[src/sv/dpf_pkg.sv]
// Shared types and constants for the distinct prime factor block.
`timescale 1ns / 1ps

package dpf_pkg;

  // Fixed widths of the channel fields
  localparam int unsigned VALUE_W  = 32;
  localparam int unsigned FACTOR_W = 32;

  // Trial division starts here
  localparam int unsigned FIRST_DIVISOR = 2;

  typedef logic [VALUE_W-1:0]  value_t;
  typedef logic [FACTOR_W-1:0] factor_t;

endpackage : dpf_pkg

[src/sv/dpf_if.sv]
// Valid/ready channel interfaces for the input value and the factor results.
`timescale 1ns / 1ps

interface dpf_in_if import dpf_pkg::*; ();
  logic   valid;
  logic   ready;
  value_t value;

  modport source (output valid, output value, input ready);
  modport sink   (input valid, input value, output ready);
endinterface : dpf_in_if

interface dpf_out_if import dpf_pkg::*; ();
  logic    valid;
  logic    ready;
  factor_t factor;
  logic    last;
  logic    none_found;

  modport source (output valid, output factor, output last, output none_found, input ready);
  modport sink   (input valid, input factor, input last, input none_found, output ready);
endinterface : dpf_out_if

[src/sv/dpf_div.sv]
// Bit-serial restoring divider: one quotient bit per cycle.
`timescale 1ns / 1ps

module dpf_div import dpf_pkg::*; #(
  parameter int unsigned W = 32
) (
  input  logic         clk,
  input  logic         rst_n,
  input  logic         start,
  input  logic [W-1:0] dividend,
  input  logic [W-1:0] divisor,
  output logic         done,
  output logic [W-1:0] quo,
  output logic [W-1:0] rem
);

  localparam int unsigned CW = $clog2(W + 1);

  logic          busy_r, busy_nxt;
  logic          done_r, done_nxt;
  logic [CW-1:0] cnt_r, cnt_nxt;
  logic [W-1:0]  dq_r, dq_nxt;     // dividend in, quotient out
  logic [W-1:0]  part_r, part_nxt; // partial remainder
  logic [W-1:0]  dvs_r, dvs_nxt;

  logic [W:0]    trial;
  logic          ge;
  logic [W:0]    diff;

  assign trial = {part_r, dq_r[W-1]};
  assign ge    = trial >= {1'b0, dvs_r};
  assign diff  = trial - {1'b0, dvs_r};

  always_comb begin
    busy_nxt = busy_r;
    done_nxt = 1'b0;
    cnt_nxt  = cnt_r;
    dq_nxt   = dq_r;
    part_nxt = part_r;
    dvs_nxt  = dvs_r;
    if (start) begin
      busy_nxt = 1'b1;
      cnt_nxt  = CW'(W);
      dq_nxt   = dividend;
      part_nxt = '0;
      dvs_nxt  = divisor;
    end else if (busy_r) begin
      part_nxt = ge ? diff[W-1:0] : trial[W-1:0];
      dq_nxt   = {dq_r[W-2:0], ge};
      cnt_nxt  = cnt_r - CW'(1);
      if (cnt_r == CW'(1)) begin
        busy_nxt = 1'b0;
        done_nxt = 1'b1;
      end
    end
  end

  always_ff @(posedge clk) begin
    if (!rst_n) begin
      busy_r <= 1'b0;
      done_r <= 1'b0;
      cnt_r  <= '0;
    end else begin
      busy_r <= busy_nxt;
      done_r <= done_nxt;
      cnt_r  <= cnt_nxt;
    end
  end

  always_ff @(posedge clk) begin
    dq_r   <= dq_nxt;
    part_r <= part_nxt;
    dvs_r  <= dvs_nxt;
  end

  assign done = done_r;
  assign quo  = dq_r;
  assign rem  = part_r;

endmodule : dpf_div

[src/sv/distinct_prime_factors_top.sv]
// Top level: distinct prime factors of one value by trial division.
`timescale 1ns / 1ps
//
//  channel  | dir | handshake              | payload
//  ---------+-----+------------------------+----------------------------------
//  in_ch    | in  | valid/ready, beat on   | value (32b, low DW bits used)
//           |     | valid & ready          |
//  out_ch   | out | valid/ready, beat on   | factor (32b), last, none_found
//           |     | valid & ready          |
//
//  Flow: one value at a time. Each trial divisor runs the bit-serial divider
//  (one quotient bit per cycle, DW = data width) once, plus once more for
//  every time the factor divides out. A 32-bit prime runs about 65536
//  divisors.
//  Reset: synchronous, active low, clears control only; no clearing pass.
//  Stalls: one output register; the search pauses only when a new beat is
//  due while the previous one has not been taken.

module distinct_prime_factors_top import dpf_pkg::*; #(
  parameter int unsigned VALUE_WIDTH = 32
) (
  input  logic      clk,
  input  logic      rst_n,
  dpf_in_if.sink    in_ch,
  dpf_out_if.source out_ch
);

  // Datapath width: input field is 32 bits, masked further by VALUE_WIDTH
  localparam int unsigned DW = (VALUE_WIDTH < VALUE_W) ? VALUE_WIDTH : VALUE_W;
  // Square of divisor can pass 2^DW by a little before the loop exits
  localparam int unsigned SW = DW + 2;

  localparam logic [2:0] S_IDLE  = 3'd0;
  localparam logic [2:0] S_CHECK = 3'd1; // d*d <= rem ?
  localparam logic [2:0] S_START = 3'd2; // launch rem / d
  localparam logic [2:0] S_DIV   = 3'd3; // wait on divider
  localparam logic [2:0] S_NEXT  = 3'd4; // record factor, step d
  localparam logic [2:0] S_FIN   = 3'd5; // flush pending factor and leftover

  logic [2:0]    state_r, state_nxt;
  logic [DW-1:0] rem_r, rem_nxt;   // remaining value
  logic [DW-1:0] d_r, d_nxt;       // trial divisor
  logic [SW-1:0] sq_r, sq_nxt;     // d squared, kept incrementally
  logic [DW-1:0] pend_r, pend_nxt; // last factor found, not yet sent
  logic          pend_vld_r, pend_vld_nxt;
  logic          fnd_r, fnd_nxt;   // current d divided at least once

  logic          out_vld_r, out_vld_nxt;
  factor_t       out_factor_r;
  logic          out_last_r;
  logic          out_none_r;

  logic          out_free;
  logic          emit;
  logic [DW-1:0] emit_factor;
  logic          emit_last;
  logic          emit_none;

  logic          div_start;
  logic          div_done;
  logic [DW-1:0] div_quo;
  logic [DW-1:0] div_rem;

  dpf_div #(.W(DW)) u_div (
    .clk      (clk),
    .rst_n    (rst_n),
    .start    (div_start),
    .dividend (rem_r),
    .divisor  (d_r),
    .done     (div_done),
    .quo      (div_quo),
    .rem      (div_rem)
  );

  assign out_free    = !out_vld_r || out_ch.ready;
  assign in_ch.ready = (state_r == S_IDLE);

  always_comb begin
    state_nxt    = state_r;
    rem_nxt      = rem_r;
    d_nxt        = d_r;
    sq_nxt       = sq_r;
    pend_nxt     = pend_r;
    pend_vld_nxt = pend_vld_r;
    fnd_nxt      = fnd_r;
    div_start    = 1'b0;
    emit         = 1'b0;
    emit_factor  = '0;
    emit_last    = 1'b0;
    emit_none    = 1'b0;

    case (state_r)
      S_IDLE: begin
        if (in_ch.valid) begin
          rem_nxt      = in_ch.value[DW-1:0];
          d_nxt        = DW'(FIRST_DIVISOR);
          sq_nxt       = SW'(FIRST_DIVISOR * FIRST_DIVISOR);
          pend_vld_nxt = 1'b0;
          fnd_nxt      = 1'b0;
          state_nxt    = S_CHECK;
        end
      end
      S_CHECK: begin
        // values below 2 fail here at once and end in the no-factor beat
        state_nxt = (sq_r <= SW'(rem_r)) ? S_START : S_FIN;
      end
      S_START: begin
        div_start = 1'b1;
        state_nxt = S_DIV;
      end
      S_DIV: begin
        if (div_done) begin
          if (div_rem == '0) begin
            // divides: take it out and try the same d again
            rem_nxt   = div_quo;
            fnd_nxt   = 1'b1;
            state_nxt = S_START;
          end else begin
            state_nxt = S_NEXT;
          end
        end
      end
      S_NEXT: begin
        if (!fnd_r || !pend_vld_r || out_free) begin
          if (fnd_r) begin
            emit         = pend_vld_r;
            emit_factor  = pend_r;
            pend_nxt     = d_r;
            pend_vld_nxt = 1'b1;
          end
          fnd_nxt   = 1'b0;
          d_nxt     = d_r + DW'(1);
          sq_nxt    = sq_r + SW'({d_r, 1'b1}); // (d+1)^2 = d^2 + 2d + 1
          state_nxt = S_CHECK;
        end
      end
      S_FIN: begin
        if (out_free) begin
          emit = 1'b1;
          if (rem_r > DW'(1)) begin
            if (pend_vld_r) begin
              emit_factor  = pend_r;
              pend_vld_nxt = 1'b0;
            end else begin
              // leftover above 1 is the largest prime
              emit_factor = rem_r;
              emit_last   = 1'b1;
              state_nxt   = S_IDLE;
            end
          end else begin
            emit_factor = pend_r;
            emit_last   = 1'b1;
            emit_none   = !pend_vld_r;
            if (!pend_vld_r) begin
              emit_factor = '0;
            end
            state_nxt = S_IDLE;
          end
        end
      end
      default: begin
        state_nxt = S_IDLE;
      end
    endcase
  end

  always_comb begin
    out_vld_nxt = out_vld_r;
    if (emit) begin
      out_vld_nxt = 1'b1;
    end else if (out_ch.ready) begin
      out_vld_nxt = 1'b0;
    end
  end

  always_ff @(posedge clk) begin
    if (!rst_n) begin
      state_r    <= S_IDLE;
      pend_vld_r <= 1'b0;
      fnd_r      <= 1'b0;
      out_vld_r  <= 1'b0;
    end else begin
      state_r    <= state_nxt;
      pend_vld_r <= pend_vld_nxt;
      fnd_r      <= fnd_nxt;
      out_vld_r  <= out_vld_nxt;
    end
  end

  always_ff @(posedge clk) begin
    rem_r  <= rem_nxt;
    d_r    <= d_nxt;
    sq_r   <= sq_nxt;
    pend_r <= pend_nxt;
    if (emit) begin
      out_factor_r <= FACTOR_W'(emit_factor);
      out_last_r   <= emit_last;
      out_none_r   <= emit_none;
    end
  end

  assign out_ch.valid      = out_vld_r;
  assign out_ch.factor     = out_factor_r;
  assign out_ch.last       = out_last_r;
  assign out_ch.none_found = out_none_r;

endmodule : distinct_prime_factors_top

[src/flat_wrapper.sv]
// flat-port wrapper written by rule: the top's interface ports become plain ports
module distinct_prime_factors_top_flat import dpf_pkg::*;
#(
  parameter int unsigned VALUE_WIDTH = 32
)
  (clk, rst_n, in_ch_valid, in_ch_value, in_ch_ready, out_ch_valid, out_ch_factor, out_ch_last, out_ch_none_found, out_ch_ready);
  dpf_in_if in_ch_i ();
  dpf_out_if out_ch_i ();
  input  logic clk;
  input  logic rst_n;
  input wire logic [$bits(in_ch_i.valid)-1:0] in_ch_valid;
  input wire logic [$bits(in_ch_i.value)-1:0] in_ch_value;
  output wire logic [$bits(in_ch_i.ready)-1:0] in_ch_ready;
  output wire logic [$bits(out_ch_i.valid)-1:0] out_ch_valid;
  output wire logic [$bits(out_ch_i.factor)-1:0] out_ch_factor;
  output wire logic [$bits(out_ch_i.last)-1:0] out_ch_last;
  output wire logic [$bits(out_ch_i.none_found)-1:0] out_ch_none_found;
  input wire logic [$bits(out_ch_i.ready)-1:0] out_ch_ready;
  assign in_ch_i.valid = in_ch_valid;
  assign in_ch_i.value = in_ch_value;
  assign in_ch_ready = in_ch_i.ready;
  assign out_ch_valid = out_ch_i.valid;
  assign out_ch_factor = out_ch_i.factor;
  assign out_ch_last = out_ch_i.last;
  assign out_ch_none_found = out_ch_i.none_found;
  assign out_ch_i.ready = out_ch_ready;
  distinct_prime_factors_top #(.VALUE_WIDTH(VALUE_WIDTH)) u_core (.clk(clk), .rst_n(rst_n), .in_ch(in_ch_i), .out_ch(out_ch_i));
endmodule
[config.mk]
export PLATFORM = sky130hd
export DESIGN_NAME = distinct_prime_factors_top_flat
export DESIGN_NICKNAME = d
export VERILOG_FILES = /design/src/sv/dpf_pkg.sv /design/src/sv/dpf_if.sv /design/src/sv/dpf_div.sv /design/src/sv/distinct_prime_factors_top.sv /design/src/flat_wrapper.sv
export SDC_FILE = /design/constraint.sdc
export NUM_CORES = 1
export LEC_CHECK = 0
export ABC_AREA = 1
export BUFFER_PORTS_ARGS = -buffer_cell sky130_fd_sc_hd__buf_2
export CAP_MARGIN = 20
export CORE_ASPECT_RATIO = 1.4
export CORE_MARGIN = 2
export CORE_UTILIZATION = 60
export CTS_CLUSTER_SIZE = 16
export DETAILED_ROUTE_END_ITERATION = 8
export GPL_ROUTABILITY_DRIVEN = 0
export PLACE_DENSITY = 0.84
export SETUP_SLACK_MARGIN = 0.05
export SKIP_LAST_GASP = 1
export SLEW_MARGIN = 20
export SYNTH_ARGS = -nofsm -noshare
export SYNTH_HDL_FRONTEND = slang
export SYNTH_SLANG_ARGS = --single-unit
export TNS_END_PERCENT = 10
[constraint.sdc]
create_clock -name clk -period 7.47 [get_ports clk]
set_input_delay 1.494 -clock clk [delete_from_list [all_inputs] [get_ports clk]]
set_output_delay 1.494 -clock clk [all_outputs]
set_load 0.005 [all_outputs]
==> summary.txt <==
Setup path
  • Setup Crit Path Kind: reg -> reg
  • Setup crit start kind: register
  • Beginning of the worst register-to-register path: u_core.state_r[0]
  • Kind of end point of the critical path: register
  • Cells on worst reg2reg path: 8
  • Data arrival time of the worst path: between 3 and 4 ns
  • Worst setup startpoint: u_core.state_r[0]
  • Delay of the slowest cell on the worst path: 0.71 ns
  • Maximum fanout along the worst path: 67
  • Flop-to-flop setup slack: between 4 and 5 ns
  • Data required time of the worst path: roughly 7.6 ns
  • CP Cell Sequence: inv_2 > nor3_4 > buf_4 > inv_2 > nor3_2 > nor2_1 > nor3_2 > buf_4
  • Worst r2r dst: u_core.sq_r[5]
  • Critical path's slowest cell: buf_4

Finish
  • Layout Cell Area excl Fill: 17970 sq um
  • Final cell count without fillers: between 2000 and 2500
  • Fill cell count: about 2100
  • Most common cell after layout, fill and taps aside: nand2_1
  • Area overhead of the layout relative to synthesis: 10.17%
  • Total Nets Final: between 2000 and 2500
  • Fraction of final layout cells with drive strength greater than 1: a little under a tenth
  • Diodes inserted: 0
  • Commonest cells after routing, fill and taps aside: 458 x nand2_1, 264 x inv_1, 228 x edfxtp_1, 176 x nor2_1, 139 x a21oi_1

Synth
  • Fraction of the yosys area taken by sequential cells: 47.61%
  • Share of synthesized flip-flops with an asynchronous set or reset: 0%
  • Fraction of synthesized area in multiplexers: 0%
  • Count of cell types in the netlist: 52
  • Flop and latch count out of synthesis: ~270
  • Most common flop cell mapped by yosys: edfxtp_1
  • Dominant combinational cell family by area after synthesis: simple AND/OR/NAND/NOR gates
  • Synthesized Nets: approximately 2100
  • Number of instances in the synthesized netlist: between 1500 and 2000
  • Yosys warning count: 0
  • Post-synthesis share of cell area spent on full adders, half adders and majority gates: under 10%
  • Area of the mapped netlist: around 16000 sq um
  • Share of the synthesized netlist area taken by xor and xnor gates: under 10%
  • Synth Area in Simple Gates: between 20% and 30%
  • Compound-Gate Fraction of Synth Area: 11.93%
  • EDFF count, synth: between 200 and 250
  • Syn Area/Cell: around 8.4 sq um

Global routing
  • First-pass GRT wire length: slightly above 70000 microns
  • Maximum number of pins on one net before global-route repair: 69
  • Total gr overflow: 0
  • Total global routing track utilization: roughly 32%
  • Number of antenna violations at the first check in global routing: 0
  • Via count of the first global-routing pass: around 14000

STA
  • Normalized max-slew margin: between 20% and 30%
  • Maximum clock skew at final layout: about 0.012 ns
  • Fraction of the cycle the final worst path needs: between 40% and 50%
  • Endpoints failing hold: 0
  • Slew of the pin with the lowest slew margin: 1.093 ns
  • Clock period minus final worst setup slack: around 3.3 ns
  • Pins over their slew limit: 0
  • Maximum frequency from static timing analysis: around 0.31 GHz
  • Final setup violation count: 0
  • Setup_tns: 0 ns
  • Unrepaired setup endpoints after global routing: false

Clocking
  • Inserted Clock Buffers: 27
  • Clk sink count: 274
  • Master cell of the clock root buffer: clkbuf_16
  • Clock tree from TritonCTS: built
  • Clk Latency, worst-skew pair: 0.54 ns
  • H-Tree Level Count: 1
  • CTS clk-pin slew, worst paths: 0.06 ns
  • Number of buffers on the longest clock path: 3
  • Post-CTS setup buffers: 0
  • Post-cts resize count: 0
  • Number of buffers inserted for hold repair after clock tree synthesis: 0

Placed design
  • Estimated wirelength of the detail-placed design: 33390 microns
  • Placed standard-cell area: 17030 sq um
  • Placed cell count: 2357
  • Count of input and output buffers: 71

Route
  • Antenna violation net count after detailed routing: 0
  • Routed len/inst: between 15 and 20 microns
  • Via count of the routed design: ~14000
  • TritonRoute pass-1 iters: 6
  • Via-per-instance ratio: ~6.0
  • DR DRC count: 0
  • Initial detailed-routing violation count: 1355
  • Total detailed-routing wirelength: around 46000 microns

Min path
  • HP Start: u_core.u_div.cnt_r[1]
  • WHS Endpoint: u_core.u_div.cnt_r[1]
  • Type of the most critical hold path: reg -> reg
  • Worst hold stages: 2

Floorplan
  • Area of the core: about 27000 sq um
  • Standard-cell row count: between 70 and 80
  • Top-Level Pins: between 70 and 80
  • Die Y-Extent: 199.1 microns
  • Die Area: about 29000 sq um
  • Die extent in x: approximately 140 microns
  • Initial standard-cell utilization of the core: a little over 60%

Power and ir drop
  • Gate power share: a little under half
  • Power spent charging and discharging nets: about 0.0035 W
  • Clock share of power: a little under a fifth
  • Highest ir drop seen on vdd: 208.0 uV
  • Internal power: 0.004167 W
  • Sequential cell fraction of total power: between 30% and 40%
  • Leakage power of the design: around 7.8 nW
  • Switching share of total power: a little under half
  • Power Density: around 420 nW/um^2

Job
  • Max-capacitance violation count: 0

Outcome
  • Status: complete, no violations
==> cells in the mapped netlist, drive strengths merged (10+ instances only) <==
| cell type | instances | area (sq um) |
|---|---|---|
| dfxtp | 46 | 920.9 |
| a21oi | 142 | 725.7 |
| inv | 274 | 1028 |
| o21a | 13 | 97.59 |
| nor4 | 13 | 93.84 |
| edfxtp | 228 | 6847 |
| nand2 | 468 | 1808 |
| nand3b | 10 | 75.07 |
| buf | 22 | 130.1 |
| ha | 99 | 1239 |
| nor3 | 43 | 246.5 |
| nand3 | 132 | 718.2 |
| a21o | 11 | 82.58 |
| nand4 | 24 | 162.7 |
| o22ai | 32 | 200.2 |
| xnor2 | 15 | 131.4 |
| o21ai | 136 | 688.2 |
| nor2 | 185 | 709.4 |
| clkbuf | 18 | 71.32 |
==> sequential cells by signal (all words and copies together), names as in the netlist <==
name                      flops
u_core.u_div.done             1
u_core.rem_r                 32
u_core.out_ch.last            1
u_core.u_div.cnt_r            6
u_core.d_r                   32
u_core.state_r                3
u_core.out_ch.none_found      1
u_core.u_div.dvs_r           32
u_core.u_div.rem             32
u_core.pend_vld_r             1
u_core.out_ch.valid           1
u_core.sq_r                  34
u_core.fnd_r                  1
u_core.u_div.quo             32
u_core.out_ch.factor         32
u_core.pend_r                32
u_core.u_div.busy_r           1
==> worst max-delay path by stage <==
| stage | endpoint | slack [ns] | depth (start not counted) |
|---|---|---|---|
| global route | u_core.sq_r[18] | 4.03 | 8 |
| CTS | u_core.d_r[0] | 4.24 | 8 |
| finish | u_core.sq_r[5] | 4.19 | 8 |
| global placement | u_core.out_ch.factor[6] | 4.15 | 9 |
| detailed placement | u_core.out_ch.factor[12] | 4.03 | 9 |
| floorplan | u_core.d_r[0] | 0.54 | 4 |
==> worst max-delay path, delay by kind of cell (launching register included) <==
family	cells	cell delay [ns]
DFF	1	0.42
buffers and inverters	4	1.61
and+or+nand+nor	4	0.76
==> cells by family (layout without fill, tap and decap cells) <==
family,after synthesis,count (layout)
adders and majority gates,101,101
buffers and inverters,314,403
AOI/OAI and AO/OA,354,354
xor gates and xnor gates,24,24
and+or+nand+nor,885,885
DFF,274,274
==> cell type report <==
cell class / count / area (sq um) / share of cell area, %
clock buffers: 28 / 679.4 / 3.780
clock inverters: 20 / 234.0 / 1.302
inverters: 274 / 1028 / 5.723
multi-input cells: 1364 / 7356 / 40.93
flip-flops and latches: 274 / 7767 / 43.22
well taps: 365 / 456.7 / 2.541
repair buffers: 81 / 450.4 / 2.506
==> layer usage <==
layer | vias to the layer above | share of wire [%] | track usage, %
li1 | 6741 | - | -
met1 | 6694 | 35 | 36.95
met2 | 798 | 49 | 56.32
met3 | 209 | 7.9 | 3.978
met4 | 0 | 7.7 | 21.31
met5 | - | 0 | 0
==> power by group through the flow <==
stage                     sequential [W]  combinational (W)  clock (W)
after floorplan                  0.00257            0.00248          0
after global placement           0.00270            0.00322          0
after detailed placement         0.00272            0.00334          0
after CTS                        0.00270            0.00339    0.00143
after global routing             0.00275            0.00383    0.00150
final                            0.00272            0.00347    0.00143
==> stage by stage <==
| stage | utilization [%] | hold slack (ns) | power (W) | setup WS (ns) |
|---|---|---|---|---|
| after detailed placement | 63.48 | 0.4689 | 0.006063 | 4.033 |
| after floorplan | - | 0.4465 | 0.005048 | 0.5413 |
| after global routing | 66.99 | 0.5146 | 0.008081 | 4.030 |
| after CTS | 66.89 | 0.4787 | 0.007509 | 4.241 |
| final | 66.99 | 0.4801 | 0.007628 | 4.193 |
| after global placement | 63.48 | 0.4644 | 0.005921 | 4.149 |
(Power assumes the default switching activity.)
